[src/hdl/tmf_pkg.sv]
// Shared types and constants for the two-queue FIFO matcher.
package tmf_pkg;

  localparam int ID_W     = 16;
  localparam int IN_W     = 24;
  localparam int OUT_W    = 40;

  typedef enum logic [1:0] {
    OP_ADD_REQ = 2'd0,
    OP_ADD_SRV = 2'd1,
    OP_PAIR    = 2'd2,
    OP_CANCEL  = 2'd3
  } op_t;

  typedef enum logic [1:0] {
    ST_IDLE,
    ST_EXEC,
    ST_SCAN,
    ST_RESP
  } state_t;

endpackage

[src/hdl/tmf_ram.sv]
// Single-write, single-read queue memory with registered read data.
module tmf_ram #(
  parameter int DEPTH = 16,
  parameter int AW    = 4,
  parameter int W     = 16
) (
  input  logic          clk,
  input  logic          we,
  input  logic [AW-1:0] waddr,
  input  logic [W-1:0]  wdata,
  input  logic [AW-1:0] raddr,
  output logic [W-1:0]  rdata
);

  logic [W-1:0] mem [DEPTH];

  always_ff @(posedge clk) begin
    if (we) begin
      mem[waddr] <= wdata;
    end
  end

  always_ff @(posedge clk) begin
    rdata <= mem[raddr];
  end

endmodule

[src/hdl/two_queue_fifo_matcher.sv]
// Top level of the two-queue FIFO matcher: requester and server queues with pair and cancel.
//
// The block holds two first-in first-out queues of 16-bit identifiers, one for requesters
// and one for servers, each QUEUE_DEPTH entries deep and kept as a circular buffer in its
// own memory with a head pointer and a fill count. Each input word carries an operation
// and an identifier: add requester, add server, pair the two heads, or cancel a requester
// id. Every input word produces exactly one output word. Adds and pairs run in two steps:
// the word is accepted, then, once the output register is free, the queue is updated and
// the result is loaded into the output register. A pair uses the head entries, which the
// memories read continuously while the block is idle. A cancel walks the requester queue
// one entry per cycle through the single read port of its memory, compares each entry
// against the id in one shared comparator, and writes the survivors back in order through
// the write port. The block takes one input word at a time; it may accept the next word
// while the previous result is still waiting to be taken on the output side, and it
// stalls only if a second result would overwrite it.
// An add to a full queue drops the id and sets overflow; a pair with an empty queue
// returns matched low with both ids zero. No clearing pass is needed after reset.
module two_queue_fifo_matcher #(
  parameter int QUEUE_DEPTH = 16
) (
  input  logic                     clk,
  input  logic                     rst,
  input  logic                     s_tvalid,
  output logic                     s_tready,
  // [1:0] operation, [17:2] ident, [23:18] zero
  input  logic [tmf_pkg::IN_W-1:0]  s_tdata,
  output logic                     m_tvalid,
  input  logic                     m_tready,
  // [0] matched, [16:1] server_id, [32:17] requester_id, [33] overflow, [39:34] zero
  output logic [tmf_pkg::OUT_W-1:0] m_tdata
);

  localparam int AW = $clog2(QUEUE_DEPTH);
  localparam int CW = $clog2(QUEUE_DEPTH + 1);
  localparam logic [CW-1:0] FULL = CW'(QUEUE_DEPTH);

  // Circular buffer address: base plus offset, wrapped once at the depth.
  function automatic logic [AW-1:0] wrap_add(input logic [AW-1:0] base,
                                             input logic [CW-1:0] off);
    logic [AW:0] s;
    s = {1'b0, base} + (AW+1)'(off);
    if (s >= (AW+1)'(QUEUE_DEPTH)) begin
      s = s - (AW+1)'(QUEUE_DEPTH);
    end
    return s[AW-1:0];
  endfunction

  tmf_pkg::state_t state, state_next;
  tmf_pkg::op_t    op;
  logic [tmf_pkg::ID_W-1:0] ident;

  logic [AW-1:0] r_head, s_head;
  logic [CW-1:0] r_count, s_count;
  logic [CW-1:0] scan_rd, scan_wr;
  logic          scan_v;

  logic                     matched, overflow;
  logic [tmf_pkg::ID_W-1:0] server_id, requester_id;

  logic                     r_we, s_we;
  logic [AW-1:0]            r_waddr, r_raddr;
  logic [tmf_pkg::ID_W-1:0] r_rdata, s_rdata;

  logic out_free, in_acc, exec_go, scan_done, keep, r_full, s_full, pair_ok;

  assign out_free  = !m_tvalid || m_tready;
  assign s_tready  = (state == tmf_pkg::ST_IDLE);
  assign in_acc    = s_tvalid && s_tready;
  assign exec_go   = (state == tmf_pkg::ST_EXEC) && out_free && (op != tmf_pkg::OP_CANCEL);
  assign scan_done = (state == tmf_pkg::ST_SCAN) && (scan_rd == r_count) && !scan_v;
  assign keep      = scan_v && (r_rdata != ident);
  assign r_full    = (r_count == FULL);
  assign s_full    = (s_count == FULL);
  assign pair_ok   = (r_count != '0) && (s_count != '0);

  // Requester memory: pushes at the tail, or compacting writes during a cancel scan.
  assign r_we    = (exec_go && op == tmf_pkg::OP_ADD_REQ && !r_full) ||
                   ((state == tmf_pkg::ST_SCAN) && keep);
  assign r_waddr = (state == tmf_pkg::ST_SCAN) ? wrap_add(r_head, scan_wr)
                                                : wrap_add(r_head, r_count);
  assign r_raddr = (state == tmf_pkg::ST_SCAN) ? wrap_add(r_head, scan_rd) : r_head;
  assign s_we    = exec_go && op == tmf_pkg::OP_ADD_SRV && !s_full;

  tmf_ram #(.DEPTH(QUEUE_DEPTH), .AW(AW), .W(tmf_pkg::ID_W)) u_req_ram (
    .clk   (clk),
    .we    (r_we),
    .waddr (r_waddr),
    .wdata ((state == tmf_pkg::ST_SCAN) ? r_rdata : ident),
    .raddr (r_raddr),
    .rdata (r_rdata)
  );

  tmf_ram #(.DEPTH(QUEUE_DEPTH), .AW(AW), .W(tmf_pkg::ID_W)) u_srv_ram (
    .clk   (clk),
    .we    (s_we),
    .waddr (wrap_add(s_head, s_count)),
    .wdata (ident),
    .raddr (s_head),
    .rdata (s_rdata)
  );

  always_comb begin
    state_next = state;
    unique case (state)
      tmf_pkg::ST_IDLE: begin
        if (in_acc) begin
          state_next = tmf_pkg::ST_EXEC;
        end
      end
      tmf_pkg::ST_EXEC: begin
        if (op == tmf_pkg::OP_CANCEL) begin
          state_next = tmf_pkg::ST_SCAN;
        end else if (out_free) begin
          state_next = tmf_pkg::ST_IDLE;
        end
      end
      tmf_pkg::ST_SCAN: begin
        if (scan_done) begin
          state_next = tmf_pkg::ST_RESP;
        end
      end
      tmf_pkg::ST_RESP: begin
        if (out_free) begin
          state_next = tmf_pkg::ST_IDLE;
        end
      end
      default: state_next = tmf_pkg::ST_IDLE;
    endcase
  end

  always_ff @(posedge clk) begin
    if (rst) begin
      state <= tmf_pkg::ST_IDLE;
    end else begin
      state <= state_next;
    end
  end

  // Captured input word.
  always_ff @(posedge clk) begin
    if (in_acc) begin
      op    <= tmf_pkg::op_t'(s_tdata[1:0]);
      ident <= s_tdata[17:2];
    end
  end

  // Queue pointers, fill counts and the cancel scan counters.
  always_ff @(posedge clk) begin
    if (rst) begin
      r_head  <= '0;
      s_head  <= '0;
      r_count <= '0;
      s_count <= '0;
      scan_rd <= '0;
      scan_wr <= '0;
      scan_v  <= 1'b0;
    end else begin
      if (exec_go) begin
        case (op)
          tmf_pkg::OP_ADD_REQ: begin
            if (!r_full) r_count <= r_count + 1'b1;
          end
          tmf_pkg::OP_ADD_SRV: begin
            if (!s_full) s_count <= s_count + 1'b1;
          end
          tmf_pkg::OP_PAIR: begin
            if (pair_ok) begin
              r_head  <= wrap_add(r_head, CW'(1));
              s_head  <= wrap_add(s_head, CW'(1));
              r_count <= r_count - 1'b1;
              s_count <= s_count - 1'b1;
            end
          end
          default: ;
        endcase
      end
      if (state == tmf_pkg::ST_EXEC && op == tmf_pkg::OP_CANCEL) begin
        scan_rd <= '0;
        scan_wr <= '0;
        scan_v  <= 1'b0;
      end else if (state == tmf_pkg::ST_SCAN) begin
        if (scan_rd != r_count) begin
          scan_rd <= scan_rd + 1'b1;
          scan_v  <= 1'b1;
        end else begin
          scan_v  <= 1'b0;
        end
        if (keep) begin
          scan_wr <= scan_wr + 1'b1;
        end
        if (scan_done) begin
          r_count <= scan_wr;
        end
      end
    end
  end

  // Output register; a new result loads only when the previous one has been taken.
  always_ff @(posedge clk) begin
    if (rst) begin
      m_tvalid <= 1'b0;
    end else if (exec_go || (state == tmf_pkg::ST_RESP && out_free)) begin
      m_tvalid <= 1'b1;
    end else if (m_tready) begin
      m_tvalid <= 1'b0;
    end
  end

  always_ff @(posedge clk) begin
    if (exec_go) begin
      matched      <= (op == tmf_pkg::OP_PAIR) && pair_ok;
      server_id    <= ((op == tmf_pkg::OP_PAIR) && pair_ok) ? s_rdata : '0;
      requester_id <= ((op == tmf_pkg::OP_PAIR) && pair_ok) ? r_rdata : '0;
      overflow     <= ((op == tmf_pkg::OP_ADD_REQ) && r_full) ||
                      ((op == tmf_pkg::OP_ADD_SRV) && s_full);
    end else if (state == tmf_pkg::ST_RESP && out_free) begin
      matched      <= 1'b0;
      server_id    <= '0;
      requester_id <= '0;
      overflow     <= 1'b0;
    end
  end

  assign m_tdata = {6'b0, overflow, requester_id, server_id, matched};

endmodule

[config.mk]
export PLATFORM = sky130hd
export DESIGN_NAME = two_queue_fifo_matcher
export DESIGN_NICKNAME = d
export VERILOG_FILES = /design/src/hdl/tmf_pkg.sv /design/src/hdl/tmf_ram.sv /design/src/hdl/two_queue_fifo_matcher.sv
export SDC_FILE = /design/constraint.sdc
export NUM_CORES = 1
export LEC_CHECK = 0
export BUFFER_PORTS_ARGS = -buffer_cell sky130_fd_sc_hd__buf_2
export CAP_MARGIN = 30
export CORE_MARGIN = 2
export CORE_UTILIZATION = 60
export DETAILED_ROUTE_END_ITERATION = 6
export PLACE_DENSITY_LB_ADDON = 0.2
export SETUP_SLACK_MARGIN = 0.5
export SLEW_MARGIN = 30
export SYNTH_ARGS = -nofsm -noshare
export SYNTH_HDL_FRONTEND = slang
export SYNTH_SLANG_ARGS = --single-unit
export TNS_END_PERCENT = 5
[constraint.sdc]
create_clock -name clk -period 4.1 [get_ports clk]
set_input_delay 0.205 -clock clk [delete_from_list [all_inputs] [get_ports clk]]
set_output_delay 0.205 -clock clk [all_outputs]
set_load 0.1 [all_outputs]
==> results.cfg <==
[outcome]
status = complete, no violations

[clock_network]
cts_root_buffer = clkbuf_16
clockBufferDepth = 3
htreeDepth = 2
numCtsBuffers = 60
path_clk_slew_ps = 60
cts.sinks = 628
clk_latency_ps = 630
cts_tree = done

[place]
placed_area_um2 = 25940
portBuffers = 57
pre_cts_slack_ps = 667.0
dp.cells = 1998
hpwlAfterDp_um = 32500
gp_congestion = 0.8134

[die]
start_util = 0.6066
rows = 74
core_area_um2 = 40740
io_pins = 70
die_h_um = 206.9
die_area_um2 = 42820
floorplan.die.width_um = 206.9

[sta]
worst_pin_slew_ps = 771.0
finalSetupTns_ps = 0
fmax_mhz = 285.2
setup_viol = 0
slew_headroom = 0.4841
fin_worst_skew_ps = 18.19
hold-worst-slack_ps = 49.33
hold_viol_final = 0
rsz0062_at_grt = yes
fin_crit_sh = 0.8551
setup_slack_ps = 594.0
drv_slew = 0
fin_crit_ps = 3506

[worst_setup_path]
slowest_delay_ps = 640
path_buf_inv = 1
crit_type = flop to flop
startpoint_type = flop
worst-path-max-fanout = 12
path_cells = nor2b_2, nor2_1, a21o_1, ha_1, a21o_1, a21oi_1, xor2_1, nand3b_1, nor2_1, buf_4
crit_slowest_cell = nor2_1
arrival_ps = 3820
endpoint_kind = flop
critPathTopFamily = simple AND/OR/NAND/NOR gates
crit_required_ps = 4420

[cells_and_area]
syn_to_final_growth_pct = 13.87
fin_cells = 2132
post-route-util = 0.6907
layout.nets = 1598
antenna_cells = 0
drive_above_1_share = 0.2081
final_area_um2 = 28140

[logic_synthesis]
synth_edf_count = 564
syn_area_per_cell_um2 = 17.40
async_reset_ff_frac = 0
synth_area_um2 = 24710
ys_ff_latch = 628
yosys_warnings = 0
postSynthCellCount = 1420
synth.distinct_cells = 61
synthFlopType = edfxtp_1
seq_area_frac_synth = 0.7372

[route]
drt-total-wl_um = 53730
vias = 13002
viasPerCell = 6.098
initialDrtViolationCount = 1147
first_pass_iters = 5
ant_nets = 0
drc_errors = 0
wl_per_cell_um = 25.20

[grt]
track_usage = 0.2615
antenna_found_initial = 1
grt_max_degree = 68
grt_pass1_wl_um = 80640
grt.overflow.total = 0
grt_pass1_vias = 13253

[power]
p_per_area_nw_per_um2 = 466.9
peakVddDrop_mv = 0.4140
leakage_nw = 10.00
finalPower_mw = 13.14

[hold_path]
min_path_type = primary input to flop

[flow_run]
cap_violations = 0
## flip-flops by register name (all words and copies together), names as in the netlist, 4 cells and up
| register | flops |
|---|---|
| r_count | 5 |
| scan_rd | 5 |
| s_head | 4 |
| u_srv_ram.mem | 256 |
| scan_wr | 5 |
| r_head | 4 |
| u_req_ram.mem | 256 |
| server_id | 16 |
| u_srv_ram.rdata | 16 |
| s_count | 5 |
| requester_id | 16 |
| u_req_ram.rdata | 16 |
| ident | 16 |
## power by group
part / internal (mW) / total, mW / switching, mW / leakage [nW]
combinational: 0.113 / 0.508 / 0.395 / 3.38
sequential: 7.09 / 7.15 / 0.0677 / 5.65
clock: 3.19 / 5.48 / 2.29 / 0.970
## Yosys cell counts (all sizes together) (14+ instances only)
cell type | n | area share
nand2 | 88 | 0.013
a21oi | 16 | 0.0032
a221oi | 33 | 0.012
and2 | 34 | 0.0086
edfxtp | 564 | 0.69
clkbuf | 36 | 0.0055
mux4 | 80 | 0.073
dfxtp | 64 | 0.052
mux2i | 105 | 0.043
nor2 | 76 | 0.012
inv | 14 | 0.0021
xnor2 | 40 | 0.014
nand3 | 26 | 0.0053
ha | 18 | 0.0091
buf | 45 | 0.010
o21ai | 60 | 0.013
a22oi | 33 | 0.010
## layout by cell type, fill, tap and decap left out, types with 14 or more instances in the layout
master / count
a21oi_1: 16
a221oi_1: 33
a22oi_1: 33
and2_1: 33
buf_2: 57
buf_4: 61
clkbuf_1: 18
clkbuf_16: 61
dfxtp_1: 62
dlygate4sd3_1: 19
edfxtp_1: 564
ha_1: 18
inv_1: 14
mux2i_1: 103
mux4_2: 80
nand2_1: 88
nand3_1: 26
nor2_1: 54
nor2_2: 21
o21ai_0: 24
o21ai_1: 35
xnor2_1: 40
## timing repair
item	in CTS	in global routing
setup buffers	0	0
resized for setup	0	1
hold endpoints to repair	27	0
hold buffers	19	0
setup endpoints to repair	0	22
## metal layers
metal / track usage / vias up / wire (um)
met5: 0 / - / 0
met4: 0.08511 / 0 / 1475
met3: 0.04537 / 95 / 3394
met2: 0.4446 / 460 / 27650
met1: 0.3471 / 6655 / 21210
li1: - / 5792 / -
## path summary, 6_finish.rpt
kind | start | endpoint | cells past startpoint | slack (ps)
min | m_tready | m_tvalid | 3 | 50
max reg2reg | state[1] | u_req_ram.mem[4][14] | 10 | 590
min reg2reg | u_srv_ram.rdata[0] | server_id[0] | 1 | 500
max | state[1] | u_req_ram.mem[4][14] | 10 | 590
## worst min-delay path: stages
cell and delay [ps]:
buf_2 80, nand2b_1 240, a21oi_1 100
## cell families after synthesis
kind of cell,after synthesis,synth area share
simple gates,273,0.05246
compound gates,161,0.04420
buf+inv,95,0.01782
xor+xnor,53,0.01879
fa+ha+maj,22,0.01235
flops,628,0.7372
other cells,1,0.0001518
mux,187,0.1170
## layout make-up
| class | instances | area (um2) |
|---|---|---|
| Tap cell | 532 | 665.6 |
| Multi-Input combinational cell | 702 | 6178 |
| Sequential cell | 628 | 18220 |
| Clock buffer | 90 | 1745 |
| Timing Repair Buffer | 142 | 1041 |
| Inverter | 14 | 52.55 |
| Clock inverter | 24 | 234.0 |
| Fill cell | 2587 | 12600 |
(Power assumes the default switching activity.)
